## src/hw/rtl/ptmap_pkg.sv

```systemverilog
// Shared types and constants for the four-level page table mapper.
// No dependencies; imported by every module of the block.
package ptmap_pkg;

  localparam int ENTRIES_PER_LEVEL = 512;
  localparam int IDX_W             = 9;
  localparam int ENTRY_W           = 64;
  localparam int FRAME_W           = 40;
  localparam int CFG_IDX_W         = 2;

  localparam logic [ENTRY_W-1:0] ADDR_MASK   = 64'h000F_FFFF_FFFF_F000;
  localparam logic [ENTRY_W-1:0] BIT_PRESENT = 64'h0000_0000_0000_0001;
  localparam logic [ENTRY_W-1:0] BIT_HUGE    = 64'h0000_0000_0000_0080;
  localparam logic [11:0]        LINK_FLAGS  = 12'h003;  // present | writable

  // Configuration register indexes
  localparam logic [CFG_IDX_W-1:0] CFG_ROOT_READY = 2'd0;
  localparam logic [CFG_IDX_W-1:0] CFG_POOL_BASE  = 2'd1;

  typedef enum logic [2:0] {
    ST_OK        = 3'd0,
    ST_NOT_READY = 3'd1,
    ST_MISALIGNED = 3'd2,
    ST_HUGE      = 3'd3,
    ST_EXHAUSTED = 3'd4
  } status_t;

  typedef enum logic [2:0] {
    WS_IDLE,
    WS_READ,
    WS_EVAL,
    WS_LEAF,
    WS_FINISH
  } walk_state_t;

endpackage

```

## src/hw/rtl/ptmap_walk.sv

```systemverilog
// Walk sequencer: reads, checks and links the three intermediate levels,
// writes the leaf, holds the bump allocator and the result register.
// Depends on ptmap_pkg; drives the ptmap_store port.
module ptmap_walk #(
  parameter int TABLE_PAGES = 64
) (
  input  logic                                             clk,
  input  logic                                             rst,
  input  logic                                             clearing,
  input  logic                                             root_ready,
  input  logic [ptmap_pkg::FRAME_W-1:0]                    pool_base,
  input  logic                                             s_axis_tvalid,
  output logic                                             s_axis_tready,
  input  logic [191:0]                                     s_axis_tdata,
  output logic                                             m_axis_tvalid,
  input  logic                                             m_axis_tready,
  output logic [127:0]                                     m_axis_tdata,
  output logic [$clog2(TABLE_PAGES)+ptmap_pkg::IDX_W-1:0]  mem_addr,
  output logic                                             mem_we,
  output logic [ptmap_pkg::ENTRY_W-1:0]                    mem_wdata,
  input  logic [ptmap_pkg::ENTRY_W-1:0]                    mem_rdata
);
  import ptmap_pkg::*;

  localparam int PGW = $clog2(TABLE_PAGES);
  localparam int NW  = $clog2(TABLE_PAGES + 1);

  walk_state_t        state;
  walk_state_t        state_next;
  logic [63:0]        va;
  logic [63:0]        pa;
  logic [63:0]        fl;
  logic [PGW-1:0]     page;
  logic [1:0]         level;
  logic [NW-1:0]      nfp;
  status_t            st;

  logic [IDX_W-1:0]   idx;
  logic [FRAME_W-1:0] rel;
  logic [FRAME_W-1:0] link_frame;
  logic [ENTRY_W-1:0] link;
  logic [ENTRY_W-1:0] leaf;
  logic               pool_full;
  logic               rel_bad;
  logic               misaligned;
  logic               accept;
  logic               out_load;

  // level 3 selects the leaf index
  always_comb begin
    case (level)
      2'd0:    idx = va[47:39];
      2'd1:    idx = va[38:30];
      2'd2:    idx = va[29:21];
      default: idx = va[20:12];
    endcase
  end

  assign mem_addr   = {page, idx};
  assign rel        = mem_rdata[51:12] - pool_base;
  assign rel_bad    = rel >= FRAME_W'(TABLE_PAGES);
  assign link_frame = pool_base + FRAME_W'(nfp);
  assign link       = {12'h000, link_frame, LINK_FLAGS};
  assign leaf       = ((pa & ADDR_MASK) | fl | BIT_PRESENT) & ~BIT_HUGE;
  assign pool_full  = nfp >= NW'(TABLE_PAGES);
  assign misaligned = (s_axis_tdata[11:0] | s_axis_tdata[75:64]) != 12'h000;
  assign accept     = s_axis_tvalid & s_axis_tready;

  always_ff @(posedge clk) begin
    if (rst) begin
      state <= WS_IDLE;
    end else begin
      state <= state_next;
    end
  end

  always_comb begin
    state_next    = state;
    s_axis_tready = 1'b0;
    mem_we        = 1'b0;
    mem_wdata     = link;
    out_load      = 1'b0;
    case (state)
      WS_IDLE: begin
        s_axis_tready = !clearing;
        if (s_axis_tvalid && !clearing) begin
          state_next = (root_ready && !misaligned) ? WS_READ : WS_FINISH;
        end
      end
      WS_READ: begin
        state_next = WS_EVAL;
      end
      WS_EVAL: begin
        if (mem_rdata[0]) begin
          if (mem_rdata[7] || rel_bad) begin
            state_next = WS_FINISH;
          end else begin
            state_next = (level == 2'd2) ? WS_LEAF : WS_READ;
          end
        end else if (pool_full) begin
          state_next = WS_FINISH;
        end else begin
          mem_we     = 1'b1;
          state_next = (level == 2'd2) ? WS_LEAF : WS_READ;
        end
      end
      WS_LEAF: begin
        mem_we     = 1'b1;
        mem_wdata  = leaf;
        state_next = WS_FINISH;
      end
      WS_FINISH: begin
        if (!m_axis_tvalid || m_axis_tready) begin
          out_load   = 1'b1;
          state_next = WS_IDLE;
        end
      end
      default: begin
        state_next = WS_IDLE;
      end
    endcase
  end

  always_ff @(posedge clk) begin
    if (rst) begin
      nfp           <= NW'(1);
      m_axis_tvalid <= 1'b0;
    end else begin
      if (out_load) begin
        m_axis_tvalid <= 1'b1;
      end else if (m_axis_tready) begin
        m_axis_tvalid <= 1'b0;
      end
      if (state == WS_EVAL && !mem_rdata[0] && !pool_full) begin
        nfp <= nfp + 1'b1;
      end
    end
  end

  // payload and walk position
  always_ff @(posedge clk) begin
    if (accept) begin
      va    <= s_axis_tdata[63:0];
      pa    <= s_axis_tdata[127:64];
      fl    <= s_axis_tdata[191:128];
      level <= 2'd0;
      page  <= '0;
      if (!root_ready) begin
        st <= ST_NOT_READY;
      end else if (misaligned) begin
        st <= ST_MISALIGNED;
      end else begin
        st <= ST_OK;
      end
    end
    if (state == WS_EVAL) begin
      if (mem_rdata[0]) begin
        if (mem_rdata[7]) begin
          st <= ST_HUGE;
        end else if (rel_bad) begin
          st <= ST_EXHAUSTED;
        end else begin
          page  <= rel[PGW-1:0];
          level <= level + 1'b1;
        end
      end else if (pool_full) begin
        st <= ST_EXHAUSTED;
      end else begin
        page  <= nfp[PGW-1:0];
        level <= level + 1'b1;
      end
    end
    if (out_load) begin
      m_axis_tdata <= {2'b00, 7'(nfp),
                       (st == ST_OK) ? va[63:12] : 52'd0,
                       (st == ST_OK) ? leaf : 64'd0,
                       st};
    end
  end

  a_nfp_range: assert property (@(posedge clk) disable iff (rst)
    (nfp != '0) && (nfp <= NW'(TABLE_PAGES)))
    else $error("allocator count out of range");

  a_clear_quiet: assert property (@(posedge clk) disable iff (rst)
    clearing |-> (!mem_we && !s_axis_tready))
    else $error("walker active during store clear");

  a_leaf_bits: assert property (@(posedge clk) disable iff (rst)
    (out_load && st == ST_OK) |=> (m_axis_tdata[3] && !m_axis_tdata[10]))
    else $error("successful leaf without present or with huge bit");

  a_nfp_step: assert property (@(posedge clk) disable iff (rst)
    $past(!rst) |-> (nfp == $past(nfp) || nfp == NW'($past(nfp) + 1'b1)))
    else $error("allocator moved by more than one page");

endmodule

```

## config.mk

```make
export PLATFORM = sky130hd
export DESIGN_NAME = ptmap_walk
export DESIGN_NICKNAME = d
export VERILOG_FILES = /design/src/hw/rtl/ptmap_pkg.sv /design/src/hw/rtl/ptmap_walk.sv
export SDC_FILE = /design/constraint.sdc
export NUM_CORES = 1
export LEC_CHECK = 0
export ABC_AREA = 1
export BUFFER_PORTS_ARGS = -buffer_cell sky130_fd_sc_hd__buf_2
export CAP_MARGIN = 20
export CORE_AREA = 2 2 200 202
export DETAILED_ROUTE_END_ITERATION = 12
export DIE_AREA = 0 0 202 204
export PLACE_DENSITY = 0.67
export SYNTH_ARGS = -nofsm -noshare
export SYNTH_HDL_FRONTEND = slang
export SYNTH_SLANG_ARGS = --single-unit
```

## constraint.sdc

```tcl
create_clock -name clk -period 16 [get_ports clk]
set_input_delay 3.2 -clock clk [delete_from_list [all_inputs] [get_ports clk]]
set_output_delay 3.2 -clock clk [all_outputs]
set_load 0.01 [all_outputs]
```

Word level (Yosys, flattened, before mapping)
Index checks and enable logic that the tools add are counted.
{ "totals": {"input_bits": 302, "reg_bits": 328, "wordCells": 84} }
{ "op_classes": {"reduce_logical": 17, "mux": 39, "n_addsub": 4, "bitwise_logic": 3, "n_eq_ne": 8, "magnitude_cmp": 2} }
{ "ops": {"columns": ["cell", "count"], "rows": [
  ["64-bit two-way mux", 1],
  ["52-bit by 64-bit bitwise OR with 64-bit output", 1],
  ["40-bit by 7-bit adder with 40-bit output", 1],
  ["40-bit by 7-bit greater-or-equal comparator with 1-bit output, second input constant", 1],
  ["40-bit subtractor", 1],
  ["3-bit two-way mux", 12],
  ["6-bit two-way mux", 6],
  ["9-bit case mux with 3 select lines", 1],
  ["2-bit two-way mux", 9],
  ["3-bit case mux with 5 select lines", 1],
  ["12-bit bitwise OR", 1],
  ["12-bit nonzero test", 1],
  ["1-bit two-way mux", 8],
  ["7-bit by 1-bit adder with 7-bit output, second input constant", 1],
  ["7-bit greater-or-equal comparator, second input constant", 1],
  ["3-bit by 2-bit == test with 1-bit output, second input constant", 2],
  ["3-bit logical NOT", 2],
  ["1-bit logical NOT", 5],
  ["1-bit logical AND", 4],
  ["2-bit != test, second input constant", 2],
  ["3-bit by 1-bit == test with 1-bit output, second input constant", 1],
  ["3-bit == test, second input constant", 1],
  ["2-bit by 1-bit adder with 2-bit output, second input constant", 1],
  ["2-bit by 1-bit == test with 1-bit output, second input constant", 1],
  ["7 further kinds", 8]
]} }

Depth between registers and ports, before layout
{ "logic_depth": {"depth_word": 9, "depth_mapped": 24} }

Worst setup path before layout
OpenSTA, ideal clock, no wires.
{ "synth_timing": {"path_kind": "input to register", "startpoint": "in m_axis_tready", "endpoint": "reg m_axis_tdata[0], enable pin", "t_required_ns": 15.081, "arrival_ns": 15.069, "path_stages": 2, "slack_ns": 0.012, "setup_ns": 0.919, "cell_sequence": "nor2_1 -> nor4_1"} }
{ "synth_between": {"elab_chain_cells": 3} }
{ "synth_lines": {"columns": ["element", "line_no", "source"], "rows": [
  ["from (decl)", "ptmap_walk.sv:16", "input logic m_axis_tready,"],
  ["1-bit logical OR", "ptmap_walk.sv:113", "if (!m_axis_tvalid || m_axis_tready) begin"],
  ["1-bit two-way mux", "ptmap_walk.sv:113", null],
  ["1-bit two-way mux", "ptmap_walk.sv:83", "case (state)"],
  ["net out_load", "ptmap_walk.sv:47", "logic out_load;"],
  ["to (signal assigned)", "ptmap_walk.sv:174", "m_axis_tdata <= {2'b00, 7'(nfp),"],
  ["to (decl)", "ptmap_walk.sv:17", "output logic [127:0] m_axis_tdata,"]
]} }
The timed path passes the listed nets, and every way through them passes these cells.
A chain may end at the register's enable or synchronous reset.

Final worst setup path
{ "layout_timing": {"startpoint": "in pool_base[0] (netlist bit)", "endpoint": "out mem_wdata[46] (netlist bit)"} }
{ "layout_between": {"elab_chain_cells": 2} }
{ "layout_lines": {"columns": ["element", "line_no", "source"], "rows": [
  ["from (decl)", "ptmap_walk.sv:11", "input logic [ptmap_pkg::FRAME_W-1:0] pool_base,"],
  ["40-bit by 7-bit adder with 40-bit output", "ptmap_walk.sv:62", "assign link_frame = pool_base + FRAME_W'(nfp);"],
  ["64-bit two-way mux", "ptmap_walk.sv:83", null],
  ["to (decl)", "ptmap_walk.sv:20", "output logic [ptmap_pkg::ENTRY_W-1:0] mem_wdata,"]
]} }
No other way between the ends.

==> key figures <==
Worst setup path
  • Worst Path Required: 12.80 ns
  • Slowest cell on crit path: fa_1
  • CP bufs+invs: 3
  • Setup crit end kind: output port
  • Most frequent cell on the critical path: nand2_1
  • CP delay by family, top: simple AND/OR/NAND/NOR gates
  • Worst setup path category: primary input to output port
  • CP arrival: 6.28 ns
  • Reg-to-reg slack, setup: 12.82 ns
  • Crit path cell chain: buf_2 > ha_1 > inv_1 > fa_1 > nand3b_1 > nand2_1 > nand2_1 > nand2_1 > a21oi_1 > nor2_1 > o21ai_1 > nor3_2 > nand4_1 > nor3_1 > xor2_1 > nand2_1 > o21ai_0 > buf_2
  • Crit path launch type: primary input
  • Max stage delay on crit path: 0.39 ns
  • Crit path max fanout: 6

Timing
  • Setup tns final: 0 ns
  • Final period utilization: 59.2%
  • Worst-Margin Slew: 0.955 ns
  • Hold Vio Cnt, Final: 0
  • RSZ-0062 raised after global routing: false
  • Final setup vio count: 0
  • Max Freq: 106 MHz
  • Number of slew-limit violations in the final report: 0
  • Setup Skew: 0.0185 ns
  • Slew HR: 36.3%
  • Crit path time final: 9.48 ns

Synthesis
  • Async SR Flop Fraction: 0%
  • Area leader, netlist: edfxtp_1
  • Post-synthesis sequential area ratio: 54.6%
  • Post-synth top area share: 51.9%
  • Mapped cell area: 16100 um2
  • Top_reg_cell synth: edfxtp_1
  • Syn avg cell area: 8.68 um2
  • Syn Inst Count: 1860
  • Synth Warn #: 0
  • Largest cells by area after synthesis: edfxtp_1, nand2_1, inv_1
  • Seq cells post-synth: 301
  • Count leader, synth: nand2_1
  • Synth cell types: 44
  • Post-synth EDFFs: 279
  • Commonest cells post-synth: nand2_1, inv_1, nor2_1, edfxtp_1, nand3_1

Floorplanning
  • Die Y: 204 um
  • Initial cell density of the core: 41.2%
  • Io pins: 512
  • Die X: 202 um
  • Num rows: 73
  • Core ar.: 39200 um2
  • Die area: 41200 um2

Place
  • IO Port Bufs: 470
  • Placed cell areas: 19100 um2
  • DP HPWL: 41.8 mm
  • GPL Wtd Cong: 1.00

CTS
  • Clk_lat worst skew: 0.55 ns
  • CTS Hold Bufs: 0
  • H-tree depth: 2
  • CTS tree: done
  • Post-cts repair resize count: 0
  • Clk sinks: 301
  • Clock buffer count from CTS: 34
  • Clock-pin slew on the worst setup and hold paths: 0.06 ns
  • CTS root buf: clkbuf_16
  • Post-CTS setup repair buffer count: 0
  • Maximum root-to-sink buffer count: 3

Route
  • WL/cell: 18.3 um
  • Number of DRC markers in iteration 0: 1117
  • Antenna Nets Post-Route: 0
  • Iteration count of the initial detailed-routing pass: 6
  • DRC: 0
  • Vias: 14400
  • WL final: 53.0 mm
  • Via-per-instance ratio: 4.96

Global routing
  • Total track usage: 25.1%
  • Largest net degree at the start of global routing: 86
  • First-pass GRT wire length: 78.6 mm
  • Vias in the first global route: 13900
  • Grt total ovfl: 0
  • Antenna violations before repair: 10

Power
  • PD cells: 99.7 nW/um2
  • Peak supply drop: 0.0000902 V
  • Leakage: 9.69 nW

Finish
  • Synth-to-layout area growth: 24.9%
  • Final instance area: 20100 um2
  • Fillers: 3735
  • Share of layout cells above drive strength 1: 24.0%
  • Nets: 2699

Min path
  • Hold WC Path Type: register to register

Run
  • Max Cap Viol: 0

Outcome
  • Status: finished, final reports clean
-- layer usage --
layer	up-vias	routed length (um)	global-route usage [%]
met5	-	28	0
met4	6	1610	8.43
met3	95	4000	5.76
met2	540	26100	43.0
met1	6700	21200	31.3
li1	7038	-	-
-- per-stage QoR --
stage                     setup WS (ns)  total power [mW]  std cells  hold WS (ns)  util, %
final                              6.52              2.01       2899         0.472     51.4
after CTS                          6.51              2.02       2892         0.474     51.4
after detailed placement           6.53              1.28       2832         0.460     48.7
after global routing               6.24              2.09       2898         0.492     51.4
after global placement             6.58              1.27       2832         0.457     48.7
after floorplan                  0.0118              1.15       1863         0.431        -
-- cell families after synthesis --
| logic type | share of synthesized area (%) |
|---|---|
| buffers and inverters | 8.52 |
| XOR/XNOR | 2.01 |
| flip-flops | 54.6 |
| other | 0.0465 |
| adder cells (fa/ha/maj) | 4.28 |
| AND/OR/NAND/NOR | 24.1 |
| AO/OA/AOI/OAI | 6.37 |
-- where the power goes --
group	internal [mW]	total, mW	switching, mW
Combinational	0.107	0.332	0.225
Sequential	0.918	0.929	0.0117
Clock	0.422	0.747	0.325
Total	1.45	2.01	0.562
-- cell type report --
type	count	area [um2]	area share, %
antenna	7	17.5	0.0869
clock buffer	40	895	4.44
clock inverter	20	155	0.770
inverter	325	1230	6.09
multi-input combinational	1203	5970	29.6
sequential	301	8820	43.8
tap	525	657	3.26
timing repair buffer	478	2410	12.0
-- worst paths after layout --
check | cells past startpoint | endpoint | startpoint
setup / recovery | 18 | mem_wdata[46] | pool_base[0]
setup reg to reg | 6 | pa[50] | state[0]
hold / removal | 0 | m_axis_tdata[2] | st[2]
hold reg to reg | 0 | m_axis_tdata[2] | st[2]
-- placed cells by master (no fill, tap or decap), drive strengths merged, types with 2 or more instances in the layout --
cell,n
a31oi,9
xor2,31
xnor2,6
edfxtp,279
and2,3
buf,478
o22ai,10
nand3b,9
diode,7
nor2,319
clkinv,16
fa,2
o21ai,68
nand3,92
nor4,10
inv,327
o21bai,7
clkbuf,40
nor3,26
a211oi,9
o221ai,6
nand2,431
a21oi,73
dfxtp,22
nand4,30
conb,5
ha,52
-- state kept, by name, summed over array words and instances (netlist names) --
name / cells
fl: 62
level: 2
st: 3
state: 3
va: 52
page: 6
m_axis_tdata: 125
m_axis_tvalid: 1
pa: 40
nfp: 7
Note: power is estimated with default switching activity, not from simulation.
